===== config.mk =====
export PLATFORM = sky130hd
export DESIGN_NAME = gmps_cell
export DESIGN_NICKNAME = d
export VERILOG_FILES = /design/src/rtl/grid_min_path_sum_assert.svh /design/src/rtl/gmps_pkg.sv /design/src/rtl/gmps_cell.sv
export SDC_FILE = /design/constraint.sdc
export NUM_CORES = 1
export LEC_CHECK = 0
export BUFFER_PORTS_ARGS = -buffer_cell sky130_fd_sc_hd__buf_2
export CAP_MARGIN = 25
export CORE_UTILIZATION = 24
export CTS_CLUSTER_SIZE = 40
export DETAILED_ROUTE_END_ITERATION = 10
export SYNTH_ARGS = -nofsm -noshare
export SYNTH_HDL_FRONTEND = slang
export SYNTH_SLANG_ARGS = --single-unit

===== constraint.sdc =====
create_clock -name clk_i -period 1.2 [get_ports clk_i]
set_input_delay 0.06 -clock clk_i [delete_from_list [all_inputs] [get_ports clk_i]]
set_output_delay 0.06 -clock clk_i [all_outputs]
set_load 0.02 [all_outputs]

===== src/rtl/grid_min_path_sum_assert.svh =====
// Assertion macros for the grid_min_path_sum block.
// Included by the modules that check their own logic; no other dependencies.
`ifndef GRID_MIN_PATH_SUM_ASSERT_SVH
`define GRID_MIN_PATH_SUM_ASSERT_SVH
`ifndef SYNTH
`define GMPS_ASSERT(lbl, clk, rstn, prop) \
  lbl: assert property (@(posedge clk) disable iff (!rstn) prop) \
    else $error("gmps assertion failed");
`define GMPS_ASSERT_NEVER(lbl, clk, rstn, expr) \
  lbl: assert property (@(posedge clk) disable iff (!rstn) !(expr)) \
    else $error("gmps forbidden condition");
`else
`define GMPS_ASSERT(lbl, clk, rstn, prop)
`define GMPS_ASSERT_NEVER(lbl, clk, rstn, expr)
`endif
`endif


===== src/rtl/gmps_pkg.sv =====
// Shared constants, types and helpers for the grid minimum path sum block.
// No dependencies.
package gmps_pkg;

  localparam int unsigned INDEX_LIMIT     = 256;
  localparam int unsigned CNT_W           = 9;
  localparam int unsigned IDX_W           = 8;
  localparam int unsigned SUM_W           = 32;
  localparam int unsigned CFG_IDX_W       = 2;
  localparam int unsigned DEF_MAX_COLUMNS = 256;
  localparam int unsigned DEF_MAX_ROWS    = 256;
  localparam int unsigned DEF_COST_BITS   = 16;

  localparam logic [CFG_IDX_W-1:0] REG_ROW_COUNT    = 2'd0;
  localparam logic [CFG_IDX_W-1:0] REG_COLUMN_COUNT = 2'd1;

  localparam logic [SUM_W-1:0] SUM_MAX = '1;

  typedef struct packed {
    logic [SUM_W-1:0] sum;
    logic             last;
  } result_t;

  function automatic logic [CNT_W-1:0] clamp_count(input logic [CNT_W-1:0] v,
                                                   input logic [CNT_W-1:0] lim);
    logic [CNT_W-1:0] r;
    if (v == '0) begin
      r = CNT_W'(1);
    end else if (v > lim) begin
      r = lim;
    end else begin
      r = v;
    end
    return r;
  endfunction

endpackage


===== src/rtl/gmps_cell.sv =====
// One cell of the row-sum chain: holds the best sum of one column of the previous row.
// Depends on gmps_pkg.
module gmps_cell (
  input  logic                       clk_i,
  input  logic                       shift_i,
  input  logic                       load_i,
  input  logic [gmps_pkg::SUM_W-1:0] new_i,
  input  logic [gmps_pkg::SUM_W-1:0] prev_i,
  output logic [gmps_pkg::SUM_W-1:0] sum_o
);

  logic [gmps_pkg::SUM_W-1:0] sum_q;
  logic [gmps_pkg::SUM_W-1:0] sum_d;

  // load marks the entry point of the chain for the current row length
  assign sum_d = load_i ? new_i : prev_i;

  always_ff @(posedge clk_i) begin
    if (shift_i) begin
      sum_q <= sum_d;
    end
  end

  assign sum_o = sum_q;

endmodule


==> impl_metrics.ini <==
[status]
outcome = finished clean

[place]
place_congestion = 0.611
place_area_sq_mm = 0.00207
pre_cts_slack_ps = 171
port-buffer-count = 98

[global_routing]
grt_pass1_wl_um = 4190
busiest_layer = met2
antenna_found_initial = 0
gr-total-overflow = 0
gr-usage-met2_pct = 15.2
grt_usage_pct = 8.96
grt_max_degree = 33
grtUsageMet3_pct = 3.71
grt_util_met1_pct = 8.98
grt_pass1_vias = 926

[timing]
worstMarginPinSlew_ps = 185
hold_viol = 0
fin_crit_sh_pct = 73.2
finalMaxSlewViolations = 0
setup_tns_ps = 0
slew_headroom_pct = 87.6
fmax_mhz = 1140
hold-worst-slack_ps = 81.9
min_period_ps = 879
setup_violations = 0
setup_ws_ps = 321
rsz0062_at_grt = no

[logic_synthesis]
netlist_top_cells_area = edfxtp_1 (64%), mux2_4 (30%), buf_12 (4.0%)
synth_top_area_share_pct = 63.8
synthCells = 68
syn_nets = 135
synth_top_area_cell = edfxtp_1
synth-seq-cells = 32
synth_seq_area_share_pct = 63.8
yosys_warnings = 0
synth_area_per_cell_sq_um = 22.1
synth_area_sq_mm = 0.00151
synth.distinct_cells = 5

[clocking]
ctsRootBufferMaster = clkbuf_8
htreeDepth = 2
cts_resized = 0
cts_buffers = 5
path_clk_slew_ps = 60
post_cts_buffers = 0
cts_sinks = 32
cts_tree = done
clk_path_buf_depth = 2
hold_buffers = 0

[floorplan]
pin_count = 99
coreArea_sq_mm = 0.00599
dieArea_sq_mm = 0.00659
start_util_pct = 25.1
num_rows = 28
die_w_um = 81.2
die_h_um = 81.2

[layout]
fillers = 571
drive_gt1_share_pct = 80.9
layout_common_cells = buf_2 (98), edfxtp_1 (32), mux2_4 (30)
fin_area_sq_mm = 0.00217
largest_reg_flops = 32
area_growth_pct = 44.4
final_common_cell = buf_2
antenna_cells = 0
nets = 239

[worst_setup_path]
endpoint_kind = output pin
cpPeakStageDelay_ps = 370
critPathBufInv = 1
worstSetupPathType = reg2out
worstPathCellList = buf_2
crit_family = flip-flops
cp.required_ps = 1140
critPathArrivalTime_ps = 820
crit_path_start_kind = register
crit_slowest_cell = edfxtp_1
crit_path_max_fanout = 1

[power]
cellPowerDensity_mw_per_mm2 = 1330
leakagePower_nw = 1.03
p_total_w = 0.00290
peakVddDrop_v = 0.000514

[route]
wire_per_inst_um = 11.8
via_per_inst = 3.90
drt_pre_antenna_iters = 2
route.detailed.drc = 0
wl_um = 2910
vias = 967
ant_nets = 0
drt_iter0_drc = 18

[flow_run]
cap_violations = 0

[min_path]
hold_class = in2reg
[worst paths after layout]
kind                  cells after the start       start        end
worst max-delay path                      1    sum_o[4]   sum_o[4]
worst min-delay path                      2  prev_i[21]  sum_o[21]
[cells in the mapped netlist]
| cell | n |
|---|---|
| buf_12 | 3 |
| mux2_2 | 2 |
| buf_6 | 1 |
| edfxtp_1 | 32 |
| mux2_4 | 30 |
[power by group]
group / switching (W) / leakage, nW / internal [W]
clock network: 0.000366 / 0.0552 / 0.000615
registers: 0.0000214 / 0.313 / 0.00135
logic: 0.000266 / 0.663 / 0.000277
[per-stage QoR]
stage | std cells | utilization [%]
after global routing | 248 | 36.3
after CTS | 248 | 36.3
after global placement | 240 | 34.5
final | 248 | 36.3
after floorplan | 68 | -
after detailed placement | 240 | 34.5
[cell type report]
cell class	count	area [sq um]	area share [%]
clock buffers	6	72.6	3.34
clock inverters	2	35.0	1.61
multi-input cells	32	473	21.8
flip-flops and latches	32	961	44.2
well taps	75	93.8	4.32
repair buffers	101	538	24.8
[routing by layer]
layer  share of wire, %  vias to the layer above
li1                   -                      471
met3                 13                        6
met2                 45                       70
met5                  0                        -
met4                2.5                        0
met1                 40                      420
[logic make-up (layout without fill, tap and decap cells)]
logic type | after synthesis | count (layout) | share of synthesized area, %
buffers and inverters | 4 | 109 | 4.74
DFF | 32 | 32 | 63.8
muxes | 32 | 32 | 31.4
Power figures use the tool's default switching activity.
