==> src/rtl/grid_min_path_sum_assert.svh <==
// Assertion macros for the grid_min_path_sum block.
// Included by the modules that check their own logic; no other dependencies.
`ifndef GRID_MIN_PATH_SUM_ASSERT_SVH
`define GRID_MIN_PATH_SUM_ASSERT_SVH
`ifndef SYNTH
`define GMPS_ASSERT(lbl, clk, rstn, prop) \
  lbl: assert property (@(posedge clk) disable iff (!rstn) prop) \
    else $error("gmps assertion failed");
`define GMPS_ASSERT_NEVER(lbl, clk, rstn, expr) \
  lbl: assert property (@(posedge clk) disable iff (!rstn) !(expr)) \
    else $error("gmps forbidden condition");
`else
`define GMPS_ASSERT(lbl, clk, rstn, prop)
`define GMPS_ASSERT_NEVER(lbl, clk, rstn, expr)
`endif
`endif

==> src/rtl/gmps_pkg.sv <==
// Shared constants, types and helpers for the grid minimum path sum block.
// No dependencies.
package gmps_pkg;

  localparam int unsigned INDEX_LIMIT     = 256;
  localparam int unsigned CNT_W           = 9;
  localparam int unsigned IDX_W           = 8;
  localparam int unsigned SUM_W           = 32;
  localparam int unsigned CFG_IDX_W       = 2;
  localparam int unsigned DEF_MAX_COLUMNS = 256;
  localparam int unsigned DEF_MAX_ROWS    = 256;
  localparam int unsigned DEF_COST_BITS   = 16;

  localparam logic [CFG_IDX_W-1:0] REG_ROW_COUNT    = 2'd0;
  localparam logic [CFG_IDX_W-1:0] REG_COLUMN_COUNT = 2'd1;

  localparam logic [SUM_W-1:0] SUM_MAX = '1;

  typedef struct packed {
    logic [SUM_W-1:0] sum;
    logic             last;
  } result_t;

  function automatic logic [CNT_W-1:0] clamp_count(input logic [CNT_W-1:0] v,
                                                   input logic [CNT_W-1:0] lim);
    logic [CNT_W-1:0] r;
    if (v == '0) begin
      r = CNT_W'(1);
    end else if (v > lim) begin
      r = lim;
    end else begin
      r = v;
    end
    return r;
  endfunction

endpackage

==> src/rtl/gmps_core.sv <==
// Per-cell datapath: position counters, left sum, min/add/saturate.
// Depends on gmps_pkg and grid_min_path_sum_assert.svh.
`include "grid_min_path_sum_assert.svh"

module gmps_core (
  input  logic                       clk_i,
  input  logic                       rst_ni,
  input  logic                       accept_i,
  input  logic                       restart_i,
  input  logic [gmps_pkg::SUM_W-1:0] cost_i,
  input  logic [gmps_pkg::SUM_W-1:0] above_i,
  input  logic [gmps_pkg::CNT_W-1:0] row_count_i,
  input  logic [gmps_pkg::CNT_W-1:0] column_count_i,
  output gmps_pkg::result_t          res_o
);

  logic [gmps_pkg::IDX_W-1:0] row_q, row_d;
  logic [gmps_pkg::IDX_W-1:0] col_q, col_d;
  logic [gmps_pkg::SUM_W-1:0] left_q, left_d;

  logic                       have_above, have_left;
  logic [gmps_pkg::SUM_W-1:0] best;
  logic [gmps_pkg::SUM_W:0]   sum_wide;
  logic [gmps_pkg::SUM_W-1:0] sum;
  logic [gmps_pkg::CNT_W-1:0] row_next, col_next;
  logic                       row_end, col_end;

  assign have_above = (row_q != '0);
  assign have_left  = (col_q != '0);

  always_comb begin
    if (have_above && have_left) begin
      best = (above_i < left_q) ? above_i : left_q;
    end else if (have_above) begin
      best = above_i;
    end else if (have_left) begin
      best = left_q;
    end else begin
      best = '0;
    end
  end

  assign sum_wide = {1'b0, cost_i} + {1'b0, best};
  assign sum      = sum_wide[gmps_pkg::SUM_W] ? gmps_pkg::SUM_MAX
                                              : sum_wide[gmps_pkg::SUM_W-1:0];

  assign row_next = {1'b0, row_q} + gmps_pkg::CNT_W'(1);
  assign col_next = {1'b0, col_q} + gmps_pkg::CNT_W'(1);
  assign row_end  = (row_next >= row_count_i);
  assign col_end  = (col_next >= column_count_i);

  assign res_o.sum  = sum;
  assign res_o.last = row_end && col_end;

  always_comb begin
    row_d  = row_q;
    col_d  = col_q;
    left_d = left_q;
    if (restart_i) begin
      row_d  = '0;
      col_d  = '0;
      left_d = '0;
    end else if (accept_i) begin
      left_d = sum;
      if (col_end) begin
        col_d = '0;
        row_d = row_end ? '0 : row_next[gmps_pkg::IDX_W-1:0];
      end else begin
        col_d = col_next[gmps_pkg::IDX_W-1:0];
      end
    end
  end

  always_ff @(posedge clk_i or negedge rst_ni) begin
    if (!rst_ni) begin
      row_q  <= '0;
      col_q  <= '0;
      left_q <= '0;
    end else begin
      row_q  <= row_d;
      col_q  <= col_d;
      left_q <= left_d;
    end
  end

  `GMPS_ASSERT(a_wrap_on_last, clk_i, rst_ni,
               accept_i && !restart_i && res_o.last |=> row_q == '0 && col_q == '0)
  `GMPS_ASSERT_NEVER(a_col_in_range, clk_i, rst_ni, gmps_pkg::CNT_W'(col_q) >= column_count_i)
  `GMPS_ASSERT_NEVER(a_sum_below_cost, clk_i, rst_ni, sum < cost_i)

endmodule
==> config.mk <==
export PLATFORM = sky130hd
export DESIGN_NAME = gmps_core
export DESIGN_NICKNAME = d
export VERILOG_FILES = /design/src/rtl/gmps_pkg.sv /design/src/rtl/gmps_core.sv
export VERILOG_INCLUDE_DIRS = /design/src /design/src/rtl
export SDC_FILE = /design/constraint.sdc
export NUM_CORES = 1
export LEC_CHECK = 0
export BUFFER_PORTS_ARGS = -buffer_cell sky130_fd_sc_hd__buf_2
export CAP_MARGIN = 40
export CELL_PAD_IN_SITES_DETAIL_PLACEMENT = 0
export CELL_PAD_IN_SITES_GLOBAL_PLACEMENT = 2
export CORE_ASPECT_RATIO = 1.25
export CORE_MARGIN = 2
export CORE_UTILIZATION = 30
export DETAILED_ROUTE_END_ITERATION = 6
export PLACE_DENSITY = 0.81
export SYNTH_ARGS = -nofsm -noshare
export SYNTH_HDL_FRONTEND = slang
export SYNTH_SLANG_ARGS = --single-unit
export TNS_END_PERCENT = 20
==> constraint.sdc <==
create_clock -name clk_i -period 4 [get_ports clk_i]
set_input_delay 0.2 -clock clk_i [delete_from_list [all_inputs] [get_ports clk_i]]
set_output_delay 0.2 -clock clk_i [all_outputs]
set_load 0.005 [all_outputs]
==> run metrics <==
YS warnings=0; Routed WL=~19000 um; most frequent cells in the layout=buf_4, buf_2, ha_1; Cells after DPL=approximately 1200; die area=~20000 sq um; Seq pwr share=13.2%; fillers=approximately 1800; Reg-to-Reg End=left_q[20]; Max VDD drop=about 240 uV; Syn Nets=848; Total GRT Usage=19.4%; P&R area growth vs syn=61.4%; worst slew pin tran=0.982 ns; register area share after synthesis=approximately a fifth; kind of critical path=register to output pin; kind of end point of the critical path=output pin; clock power share=a little over a tenth; Sw Share=42.2%; commonest non-fill, non-tap cell in the layout=buf_4; Max-Cap Viols=0; Final Hold Fails=0; Tot Pwr=4.47 mW; Vias=6147; Die Span Y=around 160 um; crit share post-route=122%; core area=between 15000 and 20000 sq um; Post-synth ARST share=100%; P_sw=1.89 mW; Clock Latency Late Sink=0.30 ns; synth top area cells=dfrtp_1, ha_1, a22o_1; Detailed Route Iter0 Violations=206; endpoints failing setup=64; cell depth of the worst flop-to-flop path=24; Main synth FF type=dfrtp_1; post-synthesis cell area=5630 sq um; cts bufs inserted=5; clock tree buffer depth=2; Die X=127 um; largest net degree at the start of global routing=between 40 and 50; Synth Register Bits=48; worst endpoint required time=3.80 ns; Final GP Congestion=0.875; final net count=approximately 1200; register area=1200 sq um; largest area contributor in the netlist=dfrtp_1; hold_buf cts=0; Worst Path Arrival=between 4 and 5 ns; Post-synth EDFFs=0; Final Worst Setup Slack=-0.864 ns; Clock Sinks=48; FMAX=206 MHz; buffers added on ports=118; max-slew violations=0; status=complete, but fails checks; PwrDens=492 nW/um^2; critical path fanouts, max=6; RSZ-0062 raised after global routing=yes; CTS H-tree lvls=2; syn avg cell area=8.33 sq um; Placement Setup Slack=-0.877 ns; Remaining Overflow, GRT=0; Worst Hold Class=input pin to asynchronous set/reset pin; Internal Power=2.58 mW; residual DRC count=0; worst r2r src=row_q[0]; Clock Root Buffer=clkbuf_16; row cnt=56; Reg2Reg Setup Slack=-0.66 ns; final std cells w/o fill=1231; min Tclk post-route=between 4 and 5 ns; hpwl dp=15100 um; WL per Instance=roughly 16 um; fraction of layout instances using a drive strength above 1=47.4%; vias in the first global route=~6200; Post-DRT Antenna Nets=0; post-synth top area share=21.3%; Syn Inst Count=676; post-synthesis cell type count=63; Multi-input gate area=about 4800 sq um; Pre-antenna DRT Iters=5; worst clock skew=about 0.007 ns; Logic pwr share=76.1%; Lkg Pwr=4.59 nW; clock slew at reported path FFs=0.08 ns; routed vias/inst=4.99; antenna violations before repair=1; CTS tree=done; IO Count=119; initial core utilization=30.3%; failing checks=setup timing; Min Hold Slack=about 0.016 ns; kind of start point of the critical path=register; relative slew slack=34.5%; global-route wire length before repair=between 30000 and 40000 um
cell type report:
cell class | count | share of cell area [%]
multi-input cells | 532 | 52.4
repair buffers | 349 | 27.0
flip-flops and latches | 48 | 13.2
well taps | 232 | 3.19
inverters | 61 | 2.52
clock buffers | 5 | 1.38
clock inverters | 3 | 0.289
diodes | 1 | 0.0275
critical path, stage by stage (launching register included):
cell,delay (ns)
dfrtp_1,0.39
inv_2,0.08
ha_4,0.11
or4b_4,0.46
nor4_4,0.27
a211oi_2,0.07
o31a_1,0.15
o41ai_4,0.08
o21ai_4,0.12
nand2b_4,0.18
buf_8,0.14
a22o_4,0.22
ha_4,0.24
buf_6,0.12
nand4_1,0.11
nor2_2,0.06
a2111oi_4,0.42
nand2_1,0.18
buf_4,0.17
buf_4,0.13
a311oi_1,0.25
nor3_1,0.13
nand2b_1,0.15
buf_2,0.12
worst max-delay path by stage:
| stage | from | depth (start not counted) | endpoint |
|---|---|---|---|
| after global placement | left_q[5] | 21 | res_o[31] |
| after floorplan | row_q[0] | 21 | res_o[31] |
| final | row_q[0] | 23 | res_o[15] |
| after detailed placement | left_q[5] | 21 | res_o[31] |
| after global routing | left_q[5] | 22 | res_o[30] |
| after CTS | left_q[5] | 23 | res_o[31] |
cell families (layout without fill, tap and decap cells):
logic type	Yosys count	in the layout	synth area share, %
AOI/OAI and AO/OA	223	223	29.5
xor gates and xnor gates	39	39	6.07
adders and majority gates	86	86	19.2
buffers and inverters	96	418	7.20
DFF	48	48	21.3
muxes	2	2	0.378
other	0	1	0
and+or+nand+nor	182	182	16.3
metrics by stage:
step / area, sq um / TNS [ns] / utilization, %
finish: 9090 / -41.12 / 48.9
global route: 9080 / -56.18 / 48.9
CTS: 8650 / -40.25 / 46.6
detailed placement: 7980 / -49.00 / 43.0
global placement: 7980 / -56.25 / 43.0
floorplan: 5740 / -7.66 / -
per-layer routing:
layer / GRT usage, % / wire length, um / up-vias
li1: - / - / 3139
met2: 35.4 / 9770 / 121
met5: 0 / 0 / -
met3: 4.45 / 1150 / 22
met4: 4.71 / 301 / 0
met1: 22.8 / 8190 / 2865
power by group through the flow:
stage / combinational, mW / sequential, mW / clock [mW]
3_5_place_dp: 2.84 / 0.600 / 0
5_1_grt: 3.73 / 0.603 / 0.504
3_3_place_gp: 2.84 / 0.597 / 0
2_1_floorplan: 1.52 / 0.597 / 0
6_report: 3.40 / 0.592 / 0.476
4_1_cts: 3.19 / 0.590 / 0.488
registers in the layout, indices dropped and copies added, names as in the netlist:
| signal | cells |
|---|---|
| left_q | 32 |
| col_q | 8 |
| row_q | 8 |
cell usage after synthesis, types with 3 or more instances:
cell type	number
a211oi_1	22
a21o_1	31
a21oi_1	43
a221oi_1	7
a22o_1	38
a311oi_1	9
a32o_1	8
and2_1	3
and3_1	8
buf_2	15
buf_6	3
clkbuf_1	16
dfrtp_1	48
ha_1	85
inv_1	60
nand2_1	46
nand2b_1	26
nand3_1	17
nand4_1	10
nor2_1	33
nor2b_1	3
nor3_1	24
o21ai_0	19
o21ai_1	9
o21bai_1	4
o41ai_1	3
xnor2_1	21
xor2_1	18
repair_timing:
item                       in CTS  in global routing
setup buffers                  15                 13
hold endpoints to repair        0                  0
pin swaps                      33                 57
cloned                          1                  0
gates resized for setup        68                 60
setup endpoints to repair      64                 64
(Power assumes the default switching activity.)
